**src/assert_macros.svh**
```systemverilog
// Assertion helpers shared by the union-find RTL.
// Every check samples on the rising edge of its clock and is held off while
// its active-low reset is low; the usual form uses clk and arst_n.
`ifndef ASSERT_MACROS_SVH
`define ASSERT_MACROS_SVH

// Generic form: explicit clock and active-low reset
`define DSU_ASSERT_ON(label, clk_s, rst_n_s, prop, msg) \
	label: assert property (@(posedge clk_s) disable iff (!rst_n_s) (prop)) else $error(msg);

// Usual form inside the block: clk and arst_n
`define DSU_ASSERT(label, prop, msg) \
	`DSU_ASSERT_ON(label, clk, arst_n, prop, msg)

`endif

```
**src/dsu_pkg.sv**
```systemverilog
// ----------------------------------------------------------------------------
// dsu_pkg: union-find engine shared definitions
// Sizes, opcodes, beat types and memory port bundles for the disjoint-set core.
// ----------------------------------------------------------------------------
`timescale 1ns / 1ps
`default_nettype none

package dsu_pkg;

	// Node count and field widths
	localparam int NODES     = 1024;
	localparam int NODE_W    = 10;
	localparam int CNT_W     = 11;
	// Only node indexes that fit the 10-bit field can ever be stored
	localparam int MEM_DEPTH = (NODES > (1 << NODE_W)) ? (1 << NODE_W) : NODES;
	localparam int ADDR_W    = $clog2(MEM_DEPTH);

	typedef logic [NODE_W-1:0] node_t;
	typedef logic [ADDR_W-1:0] addr_t;
	typedef logic [CNT_W-1:0]  cnt_t;

	localparam logic [NODE_W:0] NODE_LIMIT = MEM_DEPTH[NODE_W:0];
	localparam addr_t           LAST_ADDR  = addr_t'(MEM_DEPTH - 1);
	localparam cnt_t            COUNT_ONE  = cnt_t'(1);
	localparam cnt_t            COUNT_MAX  = '1;

	// Request opcodes
	localparam logic [1:0] OP_FIND  = 2'd0;
	localparam logic [1:0] OP_UNION = 2'd1;
	localparam logic [1:0] OP_MAKE  = 2'd2;

	typedef struct packed {
		logic [1:0] opcode;
		node_t      node_a;
		node_t      node_b;
	} req_beat_t;

	typedef struct packed {
		node_t root_a;
		node_t root_b;
		logic  already_joined;
		node_t merged_root;
	} rsp_beat_t;

	// Parent-link memory port bundle
	typedef struct packed {
		logic  we;
		addr_t waddr;
		node_t wdata;
		logic  re;
		addr_t raddr;
	} par_port_t;

	// Set-size memory port bundle
	typedef struct packed {
		logic  we;
		addr_t waddr;
		cnt_t  wdata;
		logic  re;
		addr_t raddr;
	} cnt_port_t;

	// Node has a memory entry
	function automatic logic node_stored(node_t n);
		return {1'b0, n} < NODE_LIMIT;
	endfunction

	function automatic addr_t to_addr(node_t n);
		return n[ADDR_W-1:0];
	endfunction

endpackage

`default_nettype wire

```
**src/dsu_ctrl.sv**
```systemverilog
// ----------------------------------------------------------------------------
// dsu_ctrl: union-find request sequencer
// Clears both memories after reset, then walks parent chains, compresses
// paths and links roots by size, one request at a time.
// ----------------------------------------------------------------------------
`timescale 1ns / 1ps
`default_nettype none
`include "assert_macros.svh"

module dsu_ctrl (
	input  wire logic                clk,
	input  wire logic                arst_n,
	input  wire logic                req_valid,
	output logic                     req_stall,
	input  wire dsu_pkg::req_beat_t  req,
	output logic                     res_valid,
	input  wire logic                res_ready,
	output dsu_pkg::rsp_beat_t       res,
	output dsu_pkg::par_port_t       par,
	input  wire dsu_pkg::node_t      par_rdata,
	output dsu_pkg::cnt_port_t       cnt,
	input  wire dsu_pkg::cnt_t       cnt_rdata
);

	import dsu_pkg::*;

	typedef enum logic [2:0] {
		ST_CLEAR,
		ST_IDLE,
		ST_WALK,
		ST_COMP,
		ST_FIN,
		ST_CNT_A,
		ST_CNT_B,
		ST_RESP
	} state_t;

	state_t     state_q, state_d;
	logic       phase_b_q, phase_b_d;
	logic [1:0] op_q, op_d;
	node_t      b_q, b_d;
	node_t      cur_q, cur_d;
	node_t      start_q, start_d;
	node_t      root_q, root_d;
	node_t      ra_q, ra_d;
	node_t      rb_q, rb_d;
	cnt_t       cnt_a_q, cnt_a_d;
	addr_t      clr_q, clr_d;
	rsp_beat_t  res_q, res_d;

	// link decision
	logic        a_smaller;
	node_t       big_n, small_n;
	logic [CNT_W:0] sum_w;
	cnt_t        sum_sat;

	assign a_smaller = cnt_a_q < cnt_rdata;
	assign big_n     = a_smaller ? rb_q : ra_q;
	assign small_n   = a_smaller ? ra_q : rb_q;
	assign sum_w     = {1'b0, cnt_a_q} + {1'b0, cnt_rdata};
	assign sum_sat   = sum_w[CNT_W] ? COUNT_MAX : sum_w[CNT_W-1:0];

	// next-state and memory commands
	always_comb begin
		state_d   = state_q;
		phase_b_d = phase_b_q;
		op_d      = op_q;
		b_d       = b_q;
		cur_d     = cur_q;
		start_d   = start_q;
		root_d    = root_q;
		ra_d      = ra_q;
		rb_d      = rb_q;
		cnt_a_d   = cnt_a_q;
		clr_d     = clr_q;
		res_d     = res_q;
		par       = '0;
		cnt       = '0;
		req_stall = 1'b1;
		res_valid = 1'b0;

		case (state_q)
			// reset pass: every node its own singleton
			ST_CLEAR: begin
				par.we    = 1'b1;
				par.waddr = clr_q;
				par.wdata = node_t'(clr_q);
				cnt.we    = 1'b1;
				cnt.waddr = clr_q;
				cnt.wdata = COUNT_ONE;
				clr_d     = clr_q + addr_t'(1);
				if (clr_q == LAST_ADDR) begin
					state_d = ST_IDLE;
				end
			end

			ST_IDLE: begin
				req_stall = 1'b0;
				if (req_valid) begin
					op_d      = req.opcode;
					b_d       = req.node_b;
					phase_b_d = 1'b0;
					cur_d     = req.node_a;
					start_d   = req.node_a;
					case (req.opcode)
						OP_FIND, OP_UNION: begin
							if (node_stored(req.node_a)) begin
								par.re    = 1'b1;
								par.raddr = to_addr(req.node_a);
								state_d   = ST_WALK;
							end else begin
								root_d  = req.node_a;
								state_d = ST_FIN;
							end
						end
						OP_MAKE: begin
							if (node_stored(req.node_a)) begin
								par.we    = 1'b1;
								par.waddr = to_addr(req.node_a);
								par.wdata = req.node_a;
								cnt.we    = 1'b1;
								cnt.waddr = to_addr(req.node_a);
								cnt.wdata = COUNT_ONE;
							end
							res_d = '{root_a: req.node_a, root_b: req.node_a,
								already_joined: 1'b1, merged_root: req.node_a};
							state_d = ST_RESP;
						end
						default: begin
							// unused opcode: no state change, all-zero result
							res_d   = '0;
							state_d = ST_RESP;
						end
					endcase
				end
			end

			// follow parent links up to the root
			ST_WALK: begin
				if ((par_rdata == cur_q) || !node_stored(par_rdata)) begin
					root_d = cur_q;
					if (start_q == cur_q) begin
						state_d = ST_FIN;
					end else begin
						cur_d     = start_q;
						par.re    = 1'b1;
						par.raddr = to_addr(start_q);
						state_d   = ST_COMP;
					end
				end else begin
					cur_d     = par_rdata;
					par.re    = 1'b1;
					par.raddr = to_addr(par_rdata);
				end
			end

			// second walk: point each node on the path at the root
			ST_COMP: begin
				par.we    = 1'b1;
				par.waddr = to_addr(cur_q);
				par.wdata = root_q;
				if (!node_stored(par_rdata) || (par_rdata == root_q)) begin
					state_d = ST_FIN;
				end else begin
					cur_d     = par_rdata;
					par.re    = 1'b1;
					par.raddr = to_addr(par_rdata);
				end
			end

			// one root found
			ST_FIN: begin
				if (!phase_b_q) begin
					ra_d = root_q;
					if (op_q == OP_UNION) begin
						phase_b_d = 1'b1;
						cur_d     = b_q;
						start_d   = b_q;
						if (node_stored(b_q)) begin
							par.re    = 1'b1;
							par.raddr = to_addr(b_q);
							state_d   = ST_WALK;
						end else begin
							root_d = b_q;
						end
					end else begin
						res_d = '{root_a: root_q, root_b: root_q,
							already_joined: 1'b1, merged_root: root_q};
						state_d = ST_RESP;
					end
				end else begin
					rb_d = root_q;
					if (ra_q == root_q) begin
						res_d = '{root_a: ra_q, root_b: root_q,
							already_joined: 1'b1, merged_root: ra_q};
						state_d = ST_RESP;
					end else if (!node_stored(ra_q) || !node_stored(root_q)) begin
						res_d = '{root_a: ra_q, root_b: root_q,
							already_joined: 1'b0, merged_root: ra_q};
						state_d = ST_RESP;
					end else begin
						cnt.re    = 1'b1;
						cnt.raddr = to_addr(ra_q);
						state_d   = ST_CNT_A;
					end
				end
			end

			ST_CNT_A: begin
				cnt_a_d   = cnt_rdata;
				cnt.re    = 1'b1;
				cnt.raddr = to_addr(rb_q);
				state_d   = ST_CNT_B;
			end

			// hang smaller root under larger, add sizes
			ST_CNT_B: begin
				par.we    = 1'b1;
				par.waddr = to_addr(small_n);
				par.wdata = big_n;
				cnt.we    = 1'b1;
				cnt.waddr = to_addr(big_n);
				cnt.wdata = sum_sat;
				res_d = '{root_a: ra_q, root_b: rb_q,
					already_joined: 1'b0, merged_root: big_n};
				state_d = ST_RESP;
			end

			ST_RESP: begin
				res_valid = 1'b1;
				if (res_ready) begin
					state_d = ST_IDLE;
				end
			end

			default: begin
				state_d = ST_IDLE;
			end
		endcase
	end

	// state, clear pointer and phase flag, reset asynchronously
	always_ff @(posedge clk or negedge arst_n) begin
		if (!arst_n) begin
			state_q   <= ST_CLEAR;
			clr_q     <= '0;
			phase_b_q <= 1'b0;
		end else begin
			state_q   <= state_d;
			clr_q     <= clr_d;
			phase_b_q <= phase_b_d;
		end
	end

	// payload registers
	always_ff @(posedge clk) begin
		op_q    <= op_d;
		b_q     <= b_d;
		cur_q   <= cur_d;
		start_q <= start_d;
		root_q  <= root_d;
		ra_q    <= ra_d;
		rb_q    <= rb_d;
		cnt_a_q <= cnt_a_d;
		res_q   <= res_d;
	end

	assign res = res_q;

	// checks
	`DSU_ASSERT(a_find_consistent, (res_valid && (op_q == OP_FIND)) |-> (res.already_joined && (res.root_a == res.root_b) && (res.root_b == res.merged_root)), "find result roots disagree")
	`DSU_ASSERT(a_merge_from_roots, (res_valid && !res.already_joined) |-> ((res.merged_root == res.root_a) || (res.merged_root == res.root_b)), "merged root is neither input root")
	`DSU_ASSERT(a_link_no_self, (state_q == ST_CNT_B) |-> (par.we && (par.wdata != small_n) && (ra_q != rb_q)), "union links a root to itself")

endmodule

`default_nettype wire

```
**config.mk**
```make
export PLATFORM = sky130hd
export DESIGN_NAME = dsu_ctrl
export DESIGN_NICKNAME = d
export VERILOG_FILES = /design/src/dsu_pkg.sv /design/src/dsu_ctrl.sv
export VERILOG_INCLUDE_DIRS = /design/src /design/src/src
export SDC_FILE = /design/constraint.sdc
export NUM_CORES = 1
export LEC_CHECK = 0
export ABC_AREA = 1
export BUFFER_PORTS_ARGS = -buffer_cell sky130_fd_sc_hd__buf_2
export CORE_ASPECT_RATIO = 1.2
export CORE_MARGIN = 2
export CORE_UTILIZATION = 38
export CTS_BUF_LIST = sky130_fd_sc_hd__clkbuf_16
export DETAILED_ROUTE_END_ITERATION = 10
export GPL_ROUTABILITY_DRIVEN = 0
export PLACE_DENSITY = 0.64
export SYNTH_ARGS = -nofsm -noshare
export SYNTH_HDL_FRONTEND = slang
export SYNTH_SLANG_ARGS = --single-unit
```
**constraint.sdc**
```tcl
create_clock -name clk -period 3.2 [get_ports clk]
set_input_delay 0.16 -clock clk [delete_from_list [all_inputs] [get_ports clk]]
set_output_delay 0.16 -clock clk [all_outputs]
set_load 0.05 [all_outputs]
```
==> Word level (Yosys, flattened, before mapping) <==
Index checks and enable logic that the tools add are counted.
{ "classes": {"addsub": 2, "n_lt_le_gt_ge": 1, "n_eq_ne": 27, "muxes": 50, "n_bitwise": 1, "n_reduce_logical": 15} }
{ "ops": {"columns": ["op", "count"], "rows": [
  ["31-bit 2-to-1 mux", 4],
  ["11-bit 2-to-1 mux", 9],
  ["31-bit case mux with 3 select lines", 1],
  ["21-bit case mux with 4 select lines", 1],
  ["10-bit 2-to-1 mux", 8],
  ["22-bit case mux with 3 select lines", 1],
  ["31-bit case mux with 2 select lines", 1],
  ["22-bit 2-to-1 mux", 2],
  ["11-bit case mux with 4 select lines", 1],
  ["10-bit == test", 4],
  ["10-bit case mux with 4 select lines", 1],
  ["32-bit 2-to-1 mux", 1],
  ["3-bit 2-to-1 mux", 9],
  ["3-bit case mux with 8 select lines", 1],
  ["11-bit case mux with 2 select lines", 1],
  ["21-bit 2-to-1 mux", 1],
  ["10-bit case mux with 2 select lines", 1],
  ["2-bit != test (second input constant)", 9],
  ["11-bit by 11-bit adder with 12-bit output", 1],
  ["3-bit == test (second input constant)", 4],
  ["11-bit < comparator", 1],
  ["10-bit by 1-bit adder with 10-bit output (second input constant)", 1],
  ["10-bit == test (second input constant)", 1],
  ["2-bit AND reduction", 5],
  ["18 further kinds", 27]
]} }
{ "totals": {"register_bits": 118, "in_bits": 47, "output_inout_bits": 98, "word_cells": 111} }

==> Longest topological paths before layout <==
Gate-level depths: netlist (run 1).
{ "logic_depth": {"ltp_word": 5, "mapped_depth": 13} }

==> Worst setup path after synthesis (run 1) <==
Ideal clock, no wire load.
{ "synth_timing": {"path_kind": "reg2out", "from": "register state_q[0]", "to": "output cnt[7] in the netlist's numbering", "arrival_time_ps": 2344, "required_time_ps": 3040, "slack_ps": 696, "path_stages_with_launch": 8, "n_path_buf": 0, "path_cell_list": "dfrtp_1 > inv_2 > nand2_2 > nor2_4 > nand2_2 > inv_2 > nand2_2 > o21ai_0"} }
{ "synth_lines": {"columns": ["element", "line_no", "text"], "rows": [
  ["from (decl)", "dsu_ctrl.sv:38", "state_t state_q, state_d;"],
  ["from (signal assigned)", "dsu_ctrl.sv:249", "state_q <= state_d;"],
  ["to (decl)", "dsu_ctrl.sv:21", "output dsu_pkg::cnt_port_t cnt,"]
]} }

==> flow_summary.toml, run 1 <==
[drt]
avgViaCountPerCell = 5.249
drt_iter0_drc = 650
vias = 7348
drt_first_pass_iters = 5
antenna_left = 0
detail_route.wl_per_cell_um = 17.23
number_of_remaining_drc_errors = 0
routed_wirelength_mm = 24.12

[synth]
yosys_most_used_dff = "edfxtp_1"
ys_seq_area_frac = 0.4567
synth_cell_types = 48
ys_seq_elements = 118
synth_area_in_compound_gates = 0.1064
synthesis.yosys.warnings = 0
synth_top_family_by_area = "simple AND/OR/NAND/NOR gates"
post_synth_fa_ha_maj_area_fraction = 0.04047
synth_enable_flop_cells = 104
synth.avg_cell_area_um2 = 8.023
synthesis.instances = 948
synthSimpleGateAreaFrac = 0.2713
synthesis.nets = 1019
synthXorXnorAreaFrac = 0.03570
syn_area_um2 = 7606
synth_mux_area_frac = 0
async_reset_ff_frac = 0.1186

[cts]
worst_skew_pair_later_pin_latency_ns = 0.43
clk_pin_slew_ns = 0.05
clock_path_buffers = 2
cts_setup_buffers = 0
cts_htree_levels = 4
numClockSinks = 118
cts_root_buffer = "clkbuf_16"
cts_made_buffers = 17
cts_tree = "done"

[final_layout]
n_antenna_cell = 0
multiInputGateArea_um2 = 3462
layout.cell_area.non_filler_um2 = 9535
final_common_cell = "nand2_1"
number_of_nets_in_the_layout = 1197
final_cell_mix = "259 x nand2_1, 144 x buf_2, 133 x inv_1, 104 x edfxtp_1, 83 x nor2_1"
post_route_cells_drive_above_1_share = 0.1984
layout.area.seq_um2 = 3473
finish.utilization = 0.4860
nFillCells = 1922
synthToLayoutAreaGrowth_pct = 25.37

[sta]
hold_slack_ns = 0.04331
finalClockSkew_ns = 0.005269
tightest_slew_ns = 0.8329
layout_worst_path_cycle_share = 0.9363
fin_hold_viols = 0
timing.final.max_slew_violations = 0
totalNegativeSetupSlack_ns = 0
timing.final.crit_period_ns = 2.996
slew-limit-headroom = 0.4427
rsz0062_at_grt = "false"
max_freq_mhz = 333.8
post-route-worst-setup-slack_ns = 0.2040
setup_violations = 0

[worst_setup_path]
crit_path_end_kind = "output port"
critical_path_class = "in -> out"
worst_r2r_path_depth = 10
critical_path.startpoint_type = "input pin"
worst-r2r-setup-slack_ns = 0.66
endpoint = "cnt[27]"
reg2reg_from = "root_q[3]"
worst_setup_path_startpoint = "cnt_rdata[10]"
crit_fanout = 7
reg2reg_to = "res[22]"
critPathRequiredTime_ns = 3.04
cp.arrival_ns = 2.84

[worst_hold_path]
min_delay_path_depth = 4
worst_hold_class = "in -> reg"

[placed_design]
dpl_cell_area_um2 = 8631
post-dp-hpwl_mm = 17.96
place_worst_setup_slack_ns = 0.4724
port_buffers = 144

[outcome]
outcome = "completed"

[grt]
grt.total_usage = 0.2277
overflow = 0
grt_pass1_vias = 7045
grt_pass1_wl_mm = 37.17
grt_max_degree = 32
grt_antenna_before_repair = 0

[floorplanning]
initial_standard_cell_utilization_of_the_core = 0.3877
die_w_um = 133.2
design.portCount = 145
chipHeight_um = 159.0
design.core.area_um2 = 19620
design.die.area_um2 = 21170
rows = 56

[pwr]
pwr_density_cell_nw_per_um2 = 422.3
vdd_ir_drop_max_mv = 0.3865
leakage_power_nw = 4.483

[job]
cap_viol_max_count = 0
[metrics by stage]
| stage | cells | total power, mW |
|---|---|---|
| 2_1_floorplan | 948 | 1.817 |
| 3_3_place_gp | 1344 | 1.899 |
| 3_5_place_dp | 1344 | 1.901 |
| 4_1_cts | 1400 | 4.040 |
| 5_1_grt | 1400 | 4.131 |
| 6_report | 1400 | 4.027 |
[kinds of logic (layout without fill, tap and decap cells)]
family | after synthesis | count (layout)
buf+inv | 168 | 359
simple gates | 473 | 473
compound gates | 134 | 134
xor+xnor | 31 | 31
flops | 118 | 118
fa+ha+maj | 24 | 24
[how the worst min path moves through the flow]
| stage | startpoint | endpoint | slack, ns |
|---|---|---|---|
| after floorplan | arst_n | clr_q[0] | -0.14 |
| after CTS | res_ready | state_q[2] | 0.04 |
| after global placement | arst_n | state_q[0] | 0.09 |
| final | res_ready | state_q[2] | 0.04 |
| after global routing | res_ready | state_q[2] | 0.05 |
| after detailed placement | arst_n | state_q[0] | 0.1 |
[where the power goes]
part	switching [mW]	internal, mW	total [mW]
clock network	0.744	1.39	2.13
registers	0.00167	1.67	1.67
logic	0.136	0.0913	0.228
[critical path, cell delays in order]
cell and delay, ns:
dlygate4sd3_1 0.51, buf_2 0.13, inv_1 0.04, ha_1 0.36
a21oi_1 0.17, o21a_1 0.35, and2_0 0.45, nand3_1 0.20
nand3_1 0.17, buf_2 0.28
[per-layer routing]
layer | vias to the layer above | share of wire | routed length, um | global-route usage
met3 | 63 | 0.072 | 1743 | 0.04394
met1 | 3412 | 0.42 | 10180 | 0.2901
met2 | 342 | 0.47 | 11340 | 0.3759
met4 | 0 | 0.035 | 851 | 0.1025
li1 | 3531 | - | - | -
met5 | - | 0 | 0 | 0
[final cells by class]
class                           instances  share of cell area
Sequential cell                       118              0.3643
Multi-Input combinational cell        662              0.3631
Timing Repair Buffer                  183              0.1126
Inverter                              144             0.05721
Clock buffer                           17             0.04461
Tap cell                              261             0.03425
Clock inverter                         15             0.02401
[state kept, by name, summed over array words and instances (netlist names)]
register / cells
start_q: 10
rb_q: 10
b_q: 10
res: 31
cnt_a_q: 11
clr_q: 10
root_q: 10
op_q: 2
cur_q: 10
state_q: 3
phase_b_q: 1
ra_q: 10
[synth_stat cells (all sizes together) (2+ instances only)]
| master | number | share of area |
|---|---|---|
| xnor2 | 14 | 0.016 |
| dfrtp | 14 | 0.046 |
| nand3 | 68 | 0.047 |
| o211ai | 3 | 0.0030 |
| nor3 | 4 | 0.0026 |
| nand2 | 264 | 0.13 |
| inv | 144 | 0.072 |
| a31oi | 3 | 0.0025 |
| and3 | 2 | 0.0016 |
| or2 | 5 | 0.0041 |
| a22oi | 2 | 0.0026 |
| nor4 | 2 | 0.0016 |
| o21ai | 46 | 0.030 |
| xor2 | 17 | 0.020 |
| buf | 20 | 0.016 |
| a21oi | 41 | 0.029 |
| nand4 | 35 | 0.029 |
| clkbuf | 4 | 0.0020 |
| o22ai | 20 | 0.018 |
| o21bai | 2 | 0.0020 |
| a221oi | 2 | 0.0023 |
| o221ai | 12 | 0.014 |
| ha | 23 | 0.038 |
| edfxtp | 104 | 0.41 |
| nor2 | 91 | 0.051 |
[repair_timing]
item | in CTS | in global routing
hold buffers | 24 | 0
endpoints found under the setup margin | 0 | 28
hold endpoints to repair | 37 | 0
gates resized for setup | 0 | 2
(Power assumes the default switching activity.)
==> run 2: changes to the inputs <==
--- a/config.mk
+++ b/config.mk
@@ -8,7 +8,6 @@
 export LEC_CHECK = 0
 export ABC_AREA = 1
 export BUFFER_PORTS_ARGS = -buffer_cell sky130_fd_sc_hd__buf_2
-export CORE_ASPECT_RATIO = 1.2
 export CORE_MARGIN = 2
 export CORE_UTILIZATION = 38
 export CTS_BUF_LIST = sky130_fd_sc_hd__clkbuf_16
==> run 2 against run 1 <==
Against the previous run: clock skew up 0.0083 ns; first-iteration DRC count up 16%; sequential share of layout area up 0.36 points; critical path depth unchanged; global-route usage down 0.68 points; cell count up 0.43%; total power down 7.5%; sequential power about the same; flip-flop and latch count unchanged.
==> flow_summary.toml, run 2 (synthesis results as in run 1) <==
[floorplanning]
die_w_um = 145.5
initial_standard_cell_utilization_of_the_core = 0.3895
chipHeight_um = 145.5
rows = 51
design.core.area_um2 = 19530
design.portCount = 145
design.die.area_um2 = 21160

[placed_design]
placed_cells_incl_taps = 1350
port_buffers = 144
post-dp-hpwl_mm = 17.74

[worst_setup_path]
crit_fanout = 25
reg2reg_from = "state_q[0]"
cp.arrival_ns = 2.81
critical_path_class = "reg -> out"
worst_setup_path_startpoint = "cnt_a_q[6]"
crit_path_end_kind = "output port"
critical_path.startpoint_type = "flip-flop"
critPathRequiredTime_ns = 3.04

[sta]
timing.final.crit_period_ns = 2.970
slew-limit-headroom = 0.3827
rsz0062_at_grt = "false"
tightest_slew_ns = 0.9225
finalClockSkew_ns = 0.01353
totalNegativeSetupSlack_ns = 0
layout_worst_path_cycle_share = 0.9280
setup_violations = 0
fin_hold_viols = 0
max_freq_mhz = 336.8
timing.final.max_slew_violations = 0

[pwr]
power.share.combinational = 0.061
leakage_power_nw = 4.452
switching_share = 0.2276
switching_power_mw = 0.8479
vdd_ir_drop_max_mv = 0.3765
cellInternalPower_mw = 2.878
pwr_density_cell_nw_per_um2 = 394.6
clock_power_frac = 0.490
power.share.sequential = 0.448

[cts]
cts_root_buffer = "clkbuf_16"
cts_tree = "done"
numClockSinks = 118
clk_pin_slew_ns = 0.06
cts_setup_buffers = 0
clock_path_buffers = 2
cts_htree_levels = 4
worst_skew_pair_later_pin_latency_ns = 0.43
cts_made_buffers = 17

[final_layout]
post_route_cells_drive_above_1_share = 0.1954
final_cell_mix = "260 x nand2_1, 144 x buf_2, 135 x inv_1, 104 x edfxtp_1, 83 x nor2_1"
synthToLayoutAreaGrowth_pct = 24.15
largest_register_ffs = 31
finish.cell_count_without_fillers = 1406
final_common_cell = "nand2_1"
n_antenna_cell = 0
finish.utilization = 0.4836
number_of_nets_in_the_layout = 1199

[grt]
grt.total_usage = 0.2209
grt_antenna_before_repair = 0
grt_pass1_vias = 6821
grt_max_degree = 32
overflow = 0
grt_pass1_wl_mm = 36.63

[drt]
detail_route.wl_per_cell_um = 17.00
antenna_left = 0
number_of_remaining_drc_errors = 0
routed_wirelength_mm = 23.91
drt_iter0_drc = 757
vias = 7298
avgViaCountPerCell = 5.191
drt_first_pass_iters = 6

[outcome]
outcome = "completed"

[worst_hold_path]
hold_path.startpoint = "res_ready"
worst_hold_class = "in -> reg"

[job]
cap_viol_max_count = 0
## run 2: changes by cell type in the layout (fill, tap and decap cells not counted), moves of 2 or more
cell and delta:
clkinv_1 +2, clkinv_2 +5, bufinv_16 -3, clkinv_4 -6, inv_1 +2
## run 2: metal layers
metal  wire [um]  vias to the layer above  track usage
met1       10760                     3339       0.3039
met3        2051                       36      0.04796
met4         433                        0      0.07892
met2       10660                      389       0.3445
li1            -                     3534            -
met5           0                        -            0
## run 2: what timing repair did
action	in CTS	in global routing
hold buffers	24	0
gates resized for setup	0	2
endpoints found under the setup margin	0	6
endpoints found under the hold margin	37	0
## run 2: final timing paths
path	end	slack, ns	cells past startpoint
setup / recovery	par[13]	0.23	10
hold / removal	state_q[2]	0.03	4
setup reg to reg	res[14]	0.73	8
hold reg to reg	clr_q[9]	0.50	1
max in group asynchronous	clr_q[4]	2.75	2
min in group asynchronous	phase_b_q	0.18	2
## run 2: worst max-delay path, cell delays in order, from the launching register on
cell      delay [ns]
edfxtp_1        0.40
ha_1            0.39
nand2_1         0.09
o21ai_0         0.19
nand2_1         0.23
nand3_2         0.20
buf_6           0.24
nand2_1         0.07
nand3_1         0.16
nand3_1         0.15
buf_2           0.24
## run 2: power by group through the flow
stage | combinational [mW] | clock [mW] | sequential [mW]
2_1_floorplan | 0.116 | 0 | 1.70
3_3_place_gp | 0.199 | 0 | 1.70
3_5_place_dp | 0.202 | 0 | 1.70
4_1_cts | 0.225 | 1.84 | 1.67
5_1_grt | 0.254 | 1.90 | 1.67
6_report | 0.229 | 1.83 | 1.67
## run 2: through the flow
stage               hold WS [ns]  worst slack [ns]  cell area [um^2]  power, mW
detailed placement       0.08675            0.6262              8651      1.903
finish                   0.02782            0.2305              9443      3.726
global route             0.06366           0.02987              9443      3.820
global placement         0.08066            0.6743              8651      1.900
floorplan                -0.1356            0.6959              7606      1.817
CTS                      0.03541            0.1590              9439      3.737
## run 2: cell type report
type | count | area [um^2]
flip-flops and latches | 118 | 3473
fillers | 1925 | 10080
clock inverters | 15 | 122.6
inverters | 144 | 545.5
clock buffers | 17 | 425.4
multi-input cells | 662 | 3452
well taps | 265 | 331.6
repair buffers | 185 | 1092
==> run 3: changes to the inputs <==
--- a/config.mk
+++ b/config.mk
@@ -13,7 +13,7 @@
 export CTS_BUF_LIST = sky130_fd_sc_hd__clkbuf_16
 export DETAILED_ROUTE_END_ITERATION = 10
 export GPL_ROUTABILITY_DRIVEN = 0
-export PLACE_DENSITY = 0.64
+export PLACE_DENSITY_LB_ADDON = 0.12
 export SYNTH_ARGS = -nofsm -noshare
 export SYNTH_HDL_FRONTEND = slang
 export SYNTH_SLANG_ARGS = --single-unit
==> run 3 against run 2 <==
Against the previous run: setup slack lost 0.041 ns; final area increased by 0.64%; utilization grew 0.31 points; cell count fell by 0.14%; first-iteration DRC count is 18% lower; die area did not move; register-to-register slack about the same; sequential power hardly changed; fmax decreased by 1.4%; flip-flop and latch count unchanged; critical path type unchanged; largest cell class unchanged.
==> flow_summary.toml, run 3 (synthesis results as in run 1) <==
[final_layout]
nFillCells = 1952
post_route_cells_drive_above_1_share = 0.1940
final_cell_mix = "259 x nand2_1, 144 x buf_2, 134 x inv_1, 104 x edfxtp_1, 83 x nor2_1"
multiInputGateArea_um2 = 3462
final_common_cell = "nand2_1"
largest_register_ffs = 31
layout.area.seq_um2 = 3473
synthToLayoutAreaGrowth_pct = 24.94
n_antenna_cell = 0
finish.cell_count_without_fillers = 1404
number_of_nets_in_the_layout = 1197
layout.cell_area.non_filler_um2 = 9503

[floorplanning]
die_w_um = 145.5
design.core.area_um2 = 19530
design.portCount = 145
chipHeight_um = 145.5
design.die.area_um2 = 21160
rows = 51
initial_standard_cell_utilization_of_the_core = 0.3895

[worst_setup_path]
cp.arrival_ns = 2.85
critical_path_class = "reg -> out"
cp_cell_sequence = "nand2_1 -> nor2_2 -> inv_2 -> o21ai_0 -> nor2_1 -> o21ai_1 -> buf_2"
critical_path.max_stage_delay_ns = 0.52
critPathRequiredTime_ns = 3.04
worst-path-buf-inv = 2
critical_path.startpoint_type = "flip-flop"
cpMaxStageDelayCell = "nor2_2"
crit_family = "simple AND/OR/NAND/NOR gates"
worst-r2r-setup-slack_ns = 0.74
crit_fanout = 14
crit_path_end_kind = "output port"

[sta]
fin_hold_viols = 0
finalClockSkew_ns = 0.01428
timing.final.crit_period_ns = 3.011
rsz0062_at_grt = "false"
timing.final.max_slew_violations = 0
totalNegativeSetupSlack_ns = 0
setup_violations = 0
tightest_slew_ns = 0.8028
layout_worst_path_cycle_share = 0.9408
slew-limit-headroom = 0.4628
hold_slack_ns = 0.01774
post-route-worst-setup-slack_ns = 0.1894
max_freq_mhz = 332.2

[pwr]
leakage_power_nw = 4.477
vdd_ir_drop_max_mv = 0.3757
pwr_density_cell_nw_per_um2 = 415.6

[placed_design]
post-dp-hpwl_mm = 18.05
port_buffers = 144
placed_cells_incl_taps = 1348
place_worst_setup_slack_ns = 0.4827
dpl_cell_area_um2 = 8636

[cts]
clk_pin_slew_ns = 0.06
cts_made_buffers = 17
numClockSinks = 118
cts_setup_buffers = 0
cts_htree_levels = 4
clock_path_buffers = 2
worst_skew_pair_later_pin_latency_ns = 0.43
cts_tree = "done"
cts_root_buffer = "clkbuf_16"

[grt]
grt_pass1_wl_mm = 36.38
grt.total_usage = 0.2226
grt_max_degree = 32
grt_antenna_before_repair = 0
grt_pass1_vias = 6525
overflow = 0

[outcome]
outcome = "completed"

[drt]
detail_route.wl_per_cell_um = 16.93
number_of_remaining_drc_errors = 0
routed_wirelength_mm = 23.77
drt_first_pass_iters = 5
antenna_left = 0
avgViaCountPerCell = 5.107
drt_iter0_drc = 620
vias = 7170

[job]
cap_viol_max_count = 0

[worst_hold_path]
worst_hold_class = "in -> reg"
-- run 3: report_power, final --
| group | switching (mW) | leakage (nW) | internal [mW] |
|---|---|---|---|
| sequential | 0.00173 | 1.06 | 1.67 |
| combinational | 0.136 | 3.11 | 0.0915 |
| clock | 0.697 | 0.307 | 1.36 |
| total | 0.835 | 4.48 | 3.12 |
-- run 3: worst min-delay path, stage by stage --
cell and delay (ns):
buf_2 0.07, inv_1 0.03, nand2_1 0.09, nand2_1 0.06
-- run 3: layout make-up --
type,instances,share of cell area
clock buffer,17,0.04477
clock inverter,15,0.02014
inverter,144,0.05741
multi-input combinational,662,0.3643
sequential,118,0.3655
tap,265,0.03489
timing repair buffer,183,0.1130
-- run 3: what timing repair did --
| action | CTS | global route |
|---|---|---|
| setup endpoints to repair | 0 | 30 |
| hold buffers | 24 | 0 |
| gates resized for setup | 0 | 3 |
| endpoints found under the hold margin | 37 | 0 |
-- run 3: metal layers --
metal / vias to the layer above / share of wire / global-route usage
met5: - / 0 / 0
met4: 0 / 0.0098 / 0.05196
met3: 17 / 0.064 / 0.05047
met2: 300 / 0.45 / 0.3389
met1: 3320 / 0.48 / 0.3230
li1: 3533 / - / -
-- run 3: final timing paths --
path	end	startpoint	depth (start not counted)
worst max-delay path	par[28]	state_q[0]	7
worst min-delay path	state_q[2]	res_ready	4
worst max register to register	cur_q[7]	state_q[0]	9
worst min register to register	clr_q[4]	clr_q[4]	1
max in group asynchronous	clr_q[0]	arst_n	2
min in group asynchronous	state_q[1]	arst_n	2
-- run 3: through the flow --
stage / power [mW] / util
after global placement: 1.902 / 0.4423
after floorplan: 1.817 / -
after CTS: 3.975 / 0.4862
after global routing: 4.076 / 0.4867
final: 3.950 / 0.4867
after detailed placement: 1.902 / 0.4423
